`src/rtl/core/tcw_pkg.sv`:
```
// shared constants, command codes and inter-module structs for the text console writer
// no dependencies; imported by the top level, tcw_front and tcw_back
package tcw_pkg;

    localparam int COLUMNS = 80;
    localparam int ROWS    = 25;
    localparam int CELLS   = ROWS * COLUMNS;
    localparam int ADDR_W  = $clog2(CELLS);

    localparam int ROW_W   = 5;
    localparam int COL_W   = 7;
    localparam int CHAR_W  = 8;
    localparam int CELL_W  = 16;
    localparam int CMD_W   = 2;

    localparam int S_DATA_W = 24;
    localparam int M_DATA_W = 32;

    localparam int QUEUE_DEPTH = 2;
    localparam int QPTR_W      = $clog2(QUEUE_DEPTH);

    localparam logic [CHAR_W-1:0] NEWLINE_CODE = 8'd10;
    localparam logic [CHAR_W-1:0] SPACE_CODE   = 8'd32;
    localparam logic [7:0]        ATTR_RESET   = 8'd15;

    // input command codes
    localparam logic [CMD_W-1:0] CMD_PRINT = 2'd0;
    localparam logic [CMD_W-1:0] CMD_CLEAR = 2'd1;
    localparam logic [CMD_W-1:0] CMD_READ  = 2'd2;

    // classified operation kinds
    localparam logic [2:0] KIND_PRINT   = 3'd0;
    localparam logic [2:0] KIND_NEWLINE = 3'd1;
    localparam logic [2:0] KIND_CLEAR   = 3'd2;
    localparam logic [2:0] KIND_READ    = 3'd3;
    localparam logic [2:0] KIND_NOP     = 3'd4;

    typedef struct packed {
        logic [2:0]        kind;
        logic [CHAR_W-1:0] char_code;
        logic [ROW_W-1:0]  read_row;
        logic [COL_W-1:0]  read_col;
    } op_entry_t;

    typedef struct packed {
        logic      valid;
        op_entry_t entry;
    } queue_head_t;

    typedef struct packed {
        logic pop;
        logic init_busy;
    } back_status_t;

    // logical row/column to store address, rows rotated by the top-row offset
    function automatic logic [ADDR_W-1:0] cell_addr(input logic [ROW_W-1:0] row,
                                                    input logic [COL_W-1:0] col,
                                                    input logic [ROW_W-1:0] top);
        logic [ROW_W:0] sum;
        logic [ROW_W:0] prow;
        sum  = {1'b0, row} + {1'b0, top};
        prow = (sum >= (ROW_W+1)'(ROWS)) ? sum - (ROW_W+1)'(ROWS) : sum;
        return ADDR_W'(int'(prow) * COLUMNS + int'(col));
    endfunction

endpackage

```
`src/rtl/core/tcw_front.sv`:
```
// front end: accepts input beats, classifies them and holds them in a short queue
// depends on tcw_pkg
module tcw_front (
    input  logic                               aclk,
    input  logic                               aresetn,
    input  logic                               s_tvalid,
    output logic                               s_tready,
    input  logic [tcw_pkg::S_DATA_W-1:0]       s_tdata,
    input  logic [tcw_pkg::CMD_W-1:0]          s_tuser,
    input  tcw_pkg::back_status_t              status,
    output tcw_pkg::queue_head_t               head
);

    import tcw_pkg::*;

    op_entry_t         entries [QUEUE_DEPTH];
    logic [QPTR_W-1:0] wr_ptr_reg, wr_ptr_next;
    logic [QPTR_W-1:0] rd_ptr_reg, rd_ptr_next;
    logic [QPTR_W:0]   count_reg, count_next;
    op_entry_t         class_entry;
    logic              push;

    logic [CHAR_W-1:0] in_char;
    logic [ROW_W-1:0]  in_row;
    logic [COL_W-1:0]  in_col;

    assign in_char = s_tdata[CHAR_W-1:0];
    assign in_row  = s_tdata[CHAR_W+ROW_W-1:CHAR_W];
    assign in_col  = s_tdata[CHAR_W+ROW_W+COL_W-1:CHAR_W+ROW_W];

    assign s_tready = (count_reg != (QPTR_W+1)'(QUEUE_DEPTH)) && !status.init_busy;
    assign push     = s_tvalid && s_tready;

    always_comb begin
        class_entry.char_code = in_char;
        class_entry.read_row  = in_row;
        class_entry.read_col  = in_col;
        case (s_tuser)
            CMD_PRINT: begin
                class_entry.kind = (in_char == NEWLINE_CODE) ? KIND_NEWLINE : KIND_PRINT;
            end
            CMD_CLEAR: begin
                class_entry.kind = KIND_CLEAR;
            end
            CMD_READ: begin
                // out-of-range reads answer zero without touching the store
                if (in_row < ROW_W'(ROWS) && in_col < COL_W'(COLUMNS)) begin
                    class_entry.kind = KIND_READ;
                end else begin
                    class_entry.kind = KIND_NOP;
                end
            end
            default: begin
                class_entry.kind = KIND_NOP;
            end
        endcase
    end

    always_comb begin
        wr_ptr_next = wr_ptr_reg;
        rd_ptr_next = rd_ptr_reg;
        count_next  = count_reg;
        if (push) begin
            wr_ptr_next = (wr_ptr_reg == QPTR_W'(QUEUE_DEPTH-1)) ? '0 : wr_ptr_reg + 1'b1;
        end
        if (status.pop) begin
            rd_ptr_next = (rd_ptr_reg == QPTR_W'(QUEUE_DEPTH-1)) ? '0 : rd_ptr_reg + 1'b1;
        end
        if (push && !status.pop) begin
            count_next = count_reg + 1'b1;
        end else if (!push && status.pop) begin
            count_next = count_reg - 1'b1;
        end
    end

    always_ff @(posedge aclk) begin
        if (!aresetn) begin
            wr_ptr_reg <= '0;
            rd_ptr_reg <= '0;
            count_reg  <= '0;
        end else begin
            wr_ptr_reg <= wr_ptr_next;
            rd_ptr_reg <= rd_ptr_next;
            count_reg  <= count_next;
        end
    end

    always_ff @(posedge aclk) begin
        if (push) begin
            entries[wr_ptr_reg] <= class_entry;
        end
    end

    assign head.valid = (count_reg != '0);
    assign head.entry = entries[rd_ptr_reg];

endmodule

```
`config.mk`:
```
export PLATFORM = sky130hd
export DESIGN_NAME = tcw_front
export DESIGN_NICKNAME = d
export VERILOG_FILES = /design/src/rtl/core/tcw_pkg.sv /design/src/rtl/core/tcw_front.sv
export SDC_FILE = /design/constraint.sdc
export NUM_CORES = 1
export LEC_CHECK = 0
export BUFFER_PORTS_ARGS = -buffer_cell sky130_fd_sc_hd__buf_2
export CORE_ASPECT_RATIO = 0.75
export CORE_MARGIN = 4
export CORE_UTILIZATION = 50
export DETAILED_ROUTE_END_ITERATION = 10
export PLACE_DENSITY = 0.86
export SLEW_MARGIN = 20
export SYNTH_ARGS = -nofsm -noshare
export SYNTH_HDL_FRONTEND = slang
export SYNTH_SLANG_ARGS = --single-unit
```
`constraint.sdc`:
```
create_clock -name aclk -period 3.55 [get_ports aclk]
set_clock_uncertainty 0.15 [all_clocks]
set_input_delay 0.8875 -clock aclk [delete_from_list [all_inputs] [get_ports aclk]]
set_output_delay 0.8875 -clock aclk [all_outputs]
set_load 0.1 [all_outputs]
```
==> results of run 1 <==
[cell families (layout without fill, tap and decap cells)]
group / after synthesis / count (layout) / share of synthesized area
muxes: 24 / 24 / 0.137
DFF: 51 / 51 / 0.756
AOI/OAI and AO/OA: 6 / 6 / 0.0191
adders and majority gates: 1 / 1 / 0.00638
buffers and inverters: 5 / 65 / 0.0108
and+or+nand+nor: 18 / 18 / 0.0574
xor gates and xnor gates: 3 / 3 / 0.0134
[cells in the final DEF (no fill, tap or decap), drive strengths merged, types with 2 or more instances in the layout]
master,synthesis,routed
mux2,23,23
buf,2,54
xor2,2,2
nor4b,2,2
dfxtp,5,5
nor2b,2,2
inv,3,3
edfxtp,46,46
and2,4,4
clkbuf,0,6
nand2,2,2
o21ai,3,3
nor2,2,2
[power breakdown]
part | leakage, nW | total [mW] | switching, mW | internal (mW)
Clock | 0.0412 | 0.315 | 0.177 | 0.138
Sequential | 0.464 | 0.705 | 0.0155 | 0.690
Combinational | 0.399 | 0.368 | 0.290 | 0.0777
[metal layers]
metal  part of all wire  up-vias  routed length, µm  track usage
li1                   -      528                  -            -
met1               0.40      520               1340        0.173
met2               0.54       31               1830        0.262
met3              0.050        5                170       0.0405
met4             0.0089        0                 30       0.0570
met5                  0        -                  0            0
[cell type report]
cell class                      instances  area, µm²
Fill cell                             291       1330
Tap cell                               52       65.1
Clock buffer                            6       72.6
Multi-Input combinational cell         52        460
Clock inverter                          2       12.5
Timing Repair Buffer                   54        278
Inverter                                3       11.3
Sequential cell                        51       1480
[per-stage QoR]
step | instance area [µm²] | total power [mW]
floorplan | 1960 | 1.02
global placement | 2300 | 1.08
detailed placement | 2300 | 1.09
CTS | 2380 | 1.40
global route | 2380 | 1.44
finish | 2380 | 1.39
[worst max-delay path, delay by kind of cell (launching register included)]
family,cells,cell delay [ns]
mux,1,0.36
flops,1,0.64
buf+inv,2,0.60
[synth_stat cells]
library cell	n	share of area
a21boi_1	1	0.0038
nor4b_1	2	0.0089
buf_2	2	0.0051
nand4_1	1	0.0032
or2_2	1	0.0032
nor2b_1	2	0.0064
o21ai_0	3	0.0077
nand2_1	2	0.0038
nand3_1	1	0.0026
nor3b_2	1	0.0064
edfxtp_1	46	0.70
a31oi_1	1	0.0032
mux2_2	23	0.13
mux2i_1	1	0.0051
and2_1	4	0.013
dfxtp_1	5	0.051
xnor2_1	1	0.0045
nand2b_1	1	0.0032
xor2_1	2	0.0089
inv_1	3	0.0057
ha_1	1	0.0064
nor2_1	2	0.0038
o311ai_0	1	0.0045
or3_1	1	0.0032
[path summary, 6_finish.rpt]
kind                     start             to  slack (ns)  depth (start not counted)
setup / recovery      register        head[7]        0.62                          3
hold / removal      wr_ptr_reg     wr_ptr_reg        0.36                          2
setup reg to reg  count_reg[0]  entries[0][0]        1.41                          4
hold reg to reg     wr_ptr_reg     wr_ptr_reg        0.36                          2
==> results.sh, run 1 <==
export IMPL_syn_avg_cell_area_um2=18.2
export IMPL_drv_slew=0
export IMPL_overflow=0
export IMPL_clk_path_buf_depth=2
export IMPL_syn_area_um2=1960
export IMPL_holdCritPathClass="register to register"
export IMPL_cts_hold_buf=0
export IMPL_area_delta_synth_final_pct=21.4
export IMPL_synth_nets=140
export IMPL_grt_start_max_net_pins=17
export IMPL_grt_pass1_vias=1178
export IMPL_placed_cells=212
export IMPL_critPathMaxStageDelay_ns=0.64
export IMPL_layout_drive_gt1_share=0.518
export IMPL_max_cap_viol_count=0
export IMPL_crit_path_start_kind="register"
export IMPL_dr_first_iter_drc_count=33
export IMPL_clock_sinks=51
export IMPL_antenna_found_initial=0
export IMPL_start_util=0.529
export IMPL_critPathMaxFanout=12
export IMPL_io_pins=56
export IMPL_antenna_left=0
export IMPL_syn_inst=108
export IMPL_die_y_um=62.2
export IMPL_nets=199
export IMPL_clkTransAtPathRegs_ns=0.08
export IMPL_wl_per_cell_um=15.4
export IMPL_p_leak_nw=0.904
export IMPL_stdcell_count=220
export IMPL_cts_max_level=2
export IMPL_place_hpwl_mm=2.51
export IMPL_insertion_delay_ns=0.29
export IMPL_ir_worst_vdd_mv=0.374
export IMPL_setup_slack_ns=0.619
export IMPL_cts_tree="built"
export IMPL_vias=1084
export IMPL_numCtsBuffers=5
export IMPL_hold_viol_final=0
export IMPL_grt_pass1_wl_mm=5.62
export IMPL_synth_seq_cells=51
export IMPL_worstMarginPinSlew_ns=0.681
export IMPL_num_rows=19
export IMPL_grt_setup_unrepaired="false"
export IMPL_endpoint_kind="primary output"
export IMPL_fin_hold_ws_ns=0.359
export IMPL_powerDensity_nw_per_um2=583
export IMPL_io_buffers=51
export IMPL_grt_usage=0.150
export IMPL_drc=0
export IMPL_vias_per_cell=4.93
export IMPL_gp_congestion=0.773
export IMPL_crit_type="register to primary output"
export IMPL_diodes=0
export IMPL_dieArea_um2=5000
export IMPL_post_cts_buffers=0
export IMPL_largest_register_ff_count=46
export IMPL_postLayoutCoreUtil=0.642
export IMPL_crit_path_top_delay_cell="dfxtp_1"
export IMPL_final_period_utilization=0.826
export IMPL_core_area_um2=3710
export IMPL_cp_cell_sequence="buf_4 -> mux2_2 -> buf_2"
export IMPL_arrival_ns=1.89
export IMPL_min_period_ns=2.93
export IMPL_yosys_warnings=0
export IMPL_clockRootBuffer="clkbuf_8"
export IMPL_tns_ns=0
export IMPL_cts_resized=0
export IMPL_pre_cts_ws_ns=0.842
export IMPL_slew_headroom=0.540
export IMPL_synth_cell_type_count=24
export IMPL_finalSetupViolCount=0
export IMPL_die_w_um=80.3
export IMPL_yosysSeqAreaShare=0.756
export IMPL_drt_first_pass_iters=4
export IMPL_routed_wl_mm=3.38
export IMPL_cp_required_ns=2.51
export IMPL_status="complete, no violations"
export IMPL_fmax_mhz=341
Note: power is estimated with default switching activity, not from simulation.
==> run 2, diff against run 1 <==
- clock period: 3.55 -> 3.1 ns (I/O delays scaled with it)
==> run 2 against run 1 <==
First-iteration DRC count grew 24%. Sequential share of layout area shrank 0.84 points. Hold slack lost 0.013 ns. Core utilization grew 0.88 points. Sequential power grew 14%. Wire length shrank 1.6%. Critical path depth is the same. Power grew 15%. Global-route usage shrank 0.56 points. Final cell count grew 0.45%. Critical path type unchanged.
==> results.sh, run 2 (synthesized netlist as in run 1, its figures left out) <==
export IMPL_num_rows=19
export IMPL_p_leak_nw=0.915
export IMPL_overflow=0
export IMPL_pre_cts_ws_ns=0.722
export IMPL_finalSetupViolCount=0
export IMPL_tns_ns=0
export IMPL_cts_hold_buf=0
export IMPL_grt_pass1_wl_mm=5.44
export IMPL_clk_path_buf_depth=2
export IMPL_area_delta_synth_final_pct=23.1
export IMPL_clockRootBuffer="clkbuf_8"
export IMPL_slew_headroom=0.566
export IMPL_clkTransAtPathRegs_ns=0.09
export IMPL_rr_worst_depth=4
export IMPL_io_pins=56
export IMPL_worstHoldPathCells=2
export IMPL_holdCritPathClass="register to register"
export IMPL_powerDensity_nw_per_um2=662
export IMPL_grt_setup_unrepaired="false"
export IMPL_drv_slew=0
export IMPL_hp_start="wr_ptr_reg"
export IMPL_numCtsBuffers=5
export IMPL_start_util=0.529
export IMPL_min_period_ns=2.43
export IMPL_placed_cells=213
export IMPL_p_int_mw=1.04
export IMPL_power_frac_comb=0.270
export IMPL_die_w_um=80.3
export IMPL_crit_path_start_kind="register"
export IMPL_critPathMaxStageDelay_ns=0.36
export IMPL_final_period_utilization=0.783
export IMPL_fin_hold_ws_ns=0.346
export IMPL_power_switching_uw=555
export IMPL_place_hpwl_mm=2.43
export IMPL_vias_per_cell=5.02
export IMPL_dr_first_iter_drc_count=41
export IMPL_cts_resized=0
export IMPL_diodes=0
export IMPL_antenna_found_initial=0
export IMPL_drt_first_pass_iters=5
export IMPL_io_buffers=51
export IMPL_clock_sinks=51
export IMPL_clkPwrFrac=0.227
export IMPL_crit_path_top_delay_cell="mux2_2"
export IMPL_worstMarginPinSlew_ns=0.643
export IMPL_final_common_cell="buf_2"
export IMPL_swShare=0.347
export IMPL_wl_per_cell_um=15.0
export IMPL_crit_type="register to primary output"
export IMPL_die_y_um=62.2
export IMPL_routed_wl_mm=3.33
export IMPL_hold_viol_final=0
export IMPL_status="complete, no violations"
export IMPL_insertion_delay_ns=0.29
export IMPL_stdcell_count=221
export IMPL_critPathMaxFanout=12
export IMPL_endpoint_kind="primary output"
export IMPL_largest_register_ff_count=46
export IMPL_seqPwrFrac=0.503
export IMPL_vias=1110
export IMPL_place_area_um2=2330
export IMPL_nets=200
export IMPL_final_cell_mix="51 x buf_2, 46 x edfxtp_1, 23 x mux2_2"
export IMPL_cts_max_level=2
export IMPL_ir_worst_vdd_mv=0.400
export IMPL_p_total_mw=1.60
export IMPL_final_area_um2=2410
export IMPL_antenna_left=0
export IMPL_post_cts_buffers=0
export IMPL_layout_drive_gt1_share=0.521
export IMPL_dieArea_um2=5000
export IMPL_fmax_mhz=412
export IMPL_setup_slack_ns=0.672
export IMPL_cp_cell_sequence="buf_4 -> mux2_2 -> buf_2"
export IMPL_arrival_ns=1.50
export IMPL_cp_required_ns=2.17
export IMPL_r2r_start="count_reg[0]"
export IMPL_max_cap_viol_count=0
export IMPL_postLayoutCoreUtil=0.651
export IMPL_cts_tree="built"
export IMPL_gp_congestion=0.762
export IMPL_grt_usage=0.144
export IMPL_grt_start_max_net_pins=17
export IMPL_grt_pass1_vias=1156
export IMPL_core_area_um2=3710
export IMPL_drc=0
run 2: layer usage:
metal	share of wire	vias up	wire [µm]	track usage
met5	0	-	0	0
met2	0.53	31	1760	0.255
li1	-	530	-	-
met4	0.011	0	36	0.0443
met1	0.39	543	1310	0.160
met3	0.065	6	217	0.0520
run 2: layout make-up:
type / count / area (µm²)
inverter: 3 / 11.3
clock inverter: 2 / 12.5
multi-input combinational: 52 / 460
clock buffer: 6 / 72.6
timing repair buffer: 55 / 310
fill: 288 / 1290
sequential: 51 / 1480
tap: 52 / 65.1
run 2: worst paths after layout:
check | to | slack (ns)
setup / recovery | head[7] | 0.67
hold / removal | wr_ptr_reg | 0.35
setup reg to reg | entries[0][16] | 1.17
hold reg to reg | wr_ptr_reg | 0.35
run 2: power by group through the flow:
| stage | clock network (mW) | registers, mW | logic, mW |
|---|---|---|---|
| 2_1_floorplan | 0 | 0.816 | 0.354 |
| 3_3_place_gp | 0 | 0.816 | 0.427 |
| 3_5_place_dp | 0 | 0.819 | 0.434 |
| 4_1_cts | 0.372 | 0.803 | 0.435 |
| 5_1_grt | 0.401 | 0.807 | 0.451 |
| 6_report | 0.363 | 0.803 | 0.432 |
run 2: critical path, delay by kind of cell (launching register included):
family,cells,cell delay (ns)
buffers and inverters,2,0.50
muxes,1,0.36
DFF,1,0.34
==> run 3, diff against run 2 <==
- CORE_UTILIZATION: 50 -> 46
- PLACE_DENSITY: 0.86 -> 0.84
- clock period: 3.1 -> 2.1 ns (I/O delays scaled with it)
==> run 3 against run 2 <==
Core utilization is 5.3 points higher. Final area is 19% higher. Combinational power is 95% higher. Non-clock buffer count is 1 higher. Die area is 7.7% higher. Power is 67% higher. Via count is 0.81% higher. Hold slack worse by 0.078 ns.
==> results.sh, run 3 (synthesized netlist as in run 1, its figures left out) <==
export IMPL_final_period_utilization=0.979
export IMPL_multiInputGateArea_um2=493
export IMPL_drt_first_pass_iters=4
export IMPL_gp_congestion=0.777
export IMPL_ir_worst_vdd_mv=0.826
export IMPL_cp_required_ns=1.42
export IMPL_dieArea_um2=5380
export IMPL_status="complete, no violations"
export IMPL_final_cell_mix="46 x edfxtp_1, 27 x buf_2, 26 x buf_12"
export IMPL_die_w_um=83.4
export IMPL_clk_path_buf_depth=2
export IMPL_grt_usage=0.146
export IMPL_place_hpwl_mm=2.65
export IMPL_endpoint="head[19]"
export IMPL_grt_pass1_vias=1233
export IMPL_vias=1119
export IMPL_final_common_cell="edfxtp_1"
export IMPL_holdCritPathClass="input port to register"
export IMPL_diodes=0
export IMPL_powerDensity_nw_per_um2=928
export IMPL_vias_per_cell=5.00
export IMPL_min_period_ns=2.06
export IMPL_clockRootBuffer="clkbuf_8"
export IMPL_start_util=0.481
export IMPL_core_area_um2=4080
export IMPL_io_buffers=51
export IMPL_drv_slew=0
export IMPL_area_delta_synth_final_pct=46.4
export IMPL_reg2reg_to="count_reg[1]"
export IMPL_grt_pass1_wl_mm=6.04
export IMPL_num_rows=20
export IMPL_slew_headroom=0.556
export IMPL_routed_wl_mm=3.73
export IMPL_clock_sinks=51
export IMPL_n_fill_cell=275
export IMPL_overflow=0
export IMPL_max_cap_viol_count=0
export IMPL_cts_tree="built"
export IMPL_critPathMaxFanout=8
export IMPL_fmax_mhz=486
export IMPL_numCtsBuffers=5
export IMPL_cts_max_level=2
export IMPL_place_area_um2=2700
export IMPL_finalSetupViolCount=0
export IMPL_hold_viol_final=0
export IMPL_io_pins=56
export IMPL_final_area_um2=2870
export IMPL_nets=201
export IMPL_antenna_left=0
export IMPL_tns_ns=0
export IMPL_grt_setup_unrepaired="false"
export IMPL_ff_latch_area_um2=1490
export IMPL_drc=0
export IMPL_dr_first_iter_drc_count=51
export IMPL_clkTransAtPathRegs_ns=0.08
export IMPL_post_cts_buffers=0
export IMPL_die_y_um=64.5
export IMPL_arrival_ns=1.38
export IMPL_endpoint_kind="primary output"
export IMPL_reg2reg_slack_ns=0.26
export IMPL_wl_per_cell_um=16.7
export IMPL_p_leak_nw=1.10
export IMPL_rr_worst_depth=5
export IMPL_crit_path_start_kind="register"
export IMPL_largest_register_ff_count=46
export IMPL_insertion_delay_ns=0.29
export IMPL_worstMarginPinSlew_ns=0.657
export IMPL_r2r_start="count_reg[0]"
export IMPL_antenna_found_initial=0
export IMPL_layout_drive_gt1_share=0.533
export IMPL_crit_type="register to primary output"
export IMPL_grt_start_max_net_pins=24
run 3: changes by cell type in the layout (fill, tap and decap cells not counted), moves of 2 or more:
cell	delta
buf_4	-2
buf_12	+24
buf_2	-24
mux2_4	+8
mux2_2	-8
run 3: worst max-delay path, cell delays in order (launching register included):
cell and delay, ns:
dfxtp_4 0.40, buf_8 0.15, mux2_2 0.37, buf_12 0.17
run 3: repair_timing:
item                                    CTS  global route
endpoints found under the setup margin   16             7
hold buffers                              0             0
hold endpoints to repair                  0             0
resized for setup                        13             1
gates cloned                              1             0
run 3: final cells by class:
| class | instances | area share |
|---|---|---|
| Sequential cell | 51 | 0.517 |
| Timing Repair Buffer | 56 | 0.247 |
| Inverter | 3 | 0.00392 |
| Multi-Input combinational cell | 52 | 0.172 |
| Clock inverter | 1 | 0.0105 |
| Clock buffer | 6 | 0.0253 |
| Tap cell | 55 | 0.0240 |
run 3: routing by layer:
metal  vias to the layer above  track usage  share of wire  wire length, µm
met2                        42        0.269           0.54             2010
met5                         -            0              0                0
met3                         2       0.0699          0.088              330
met1                       540        0.156           0.36             1360
li1                        535            -              -                -
met4                         0       0.0245         0.0083               31
run 3: worst min path at each step:
stage | start | endpoint | depth (start not counted) | slack (ns)
floorplan | count_reg[1] | count_reg[1] | 2 | 0.31
global placement | wr_ptr_reg | wr_ptr_reg | 2 | 0.32
detailed placement | count_reg[1] | count_reg[1] | 2 | 0.35
CTS | s_tdata[16] | entries[0][3] | 1 | 0.26
global route | s_tdata[16] | entries[0][3] | 1 | 0.25
finish | s_tdata[16] | entries[0][3] | 1 | 0.27
run 3: per-stage QoR:
stage | total power, mW | setup slack, ns | hold slack, ns | cells | util
after global placement | 2.01 | 0.176 | 0.321 | 216 | 0.661
final | 2.66 | 0.0445 | 0.268 | 224 | 0.704
after detailed placement | 2.03 | 0.0647 | 0.346 | 216 | 0.661
after CTS | 2.68 | 0.00486 | 0.263 | 224 | 0.703
after floorplan | 1.73 | 0.0686 | 0.311 | 108 | -
after global routing | 2.76 | 0.00562 | 0.252 | 224 | 0.704
run 3: report_power, final:
part / internal, mW / leakage, nW / switching [mW]
Clock: 0.349 / 0.0513 / 0.281
Sequential: 1.17 / 0.464 / 0.0240
Combinational: 0.311 / 0.586 / 0.533
Total: 1.83 / 1.10 / 0.839
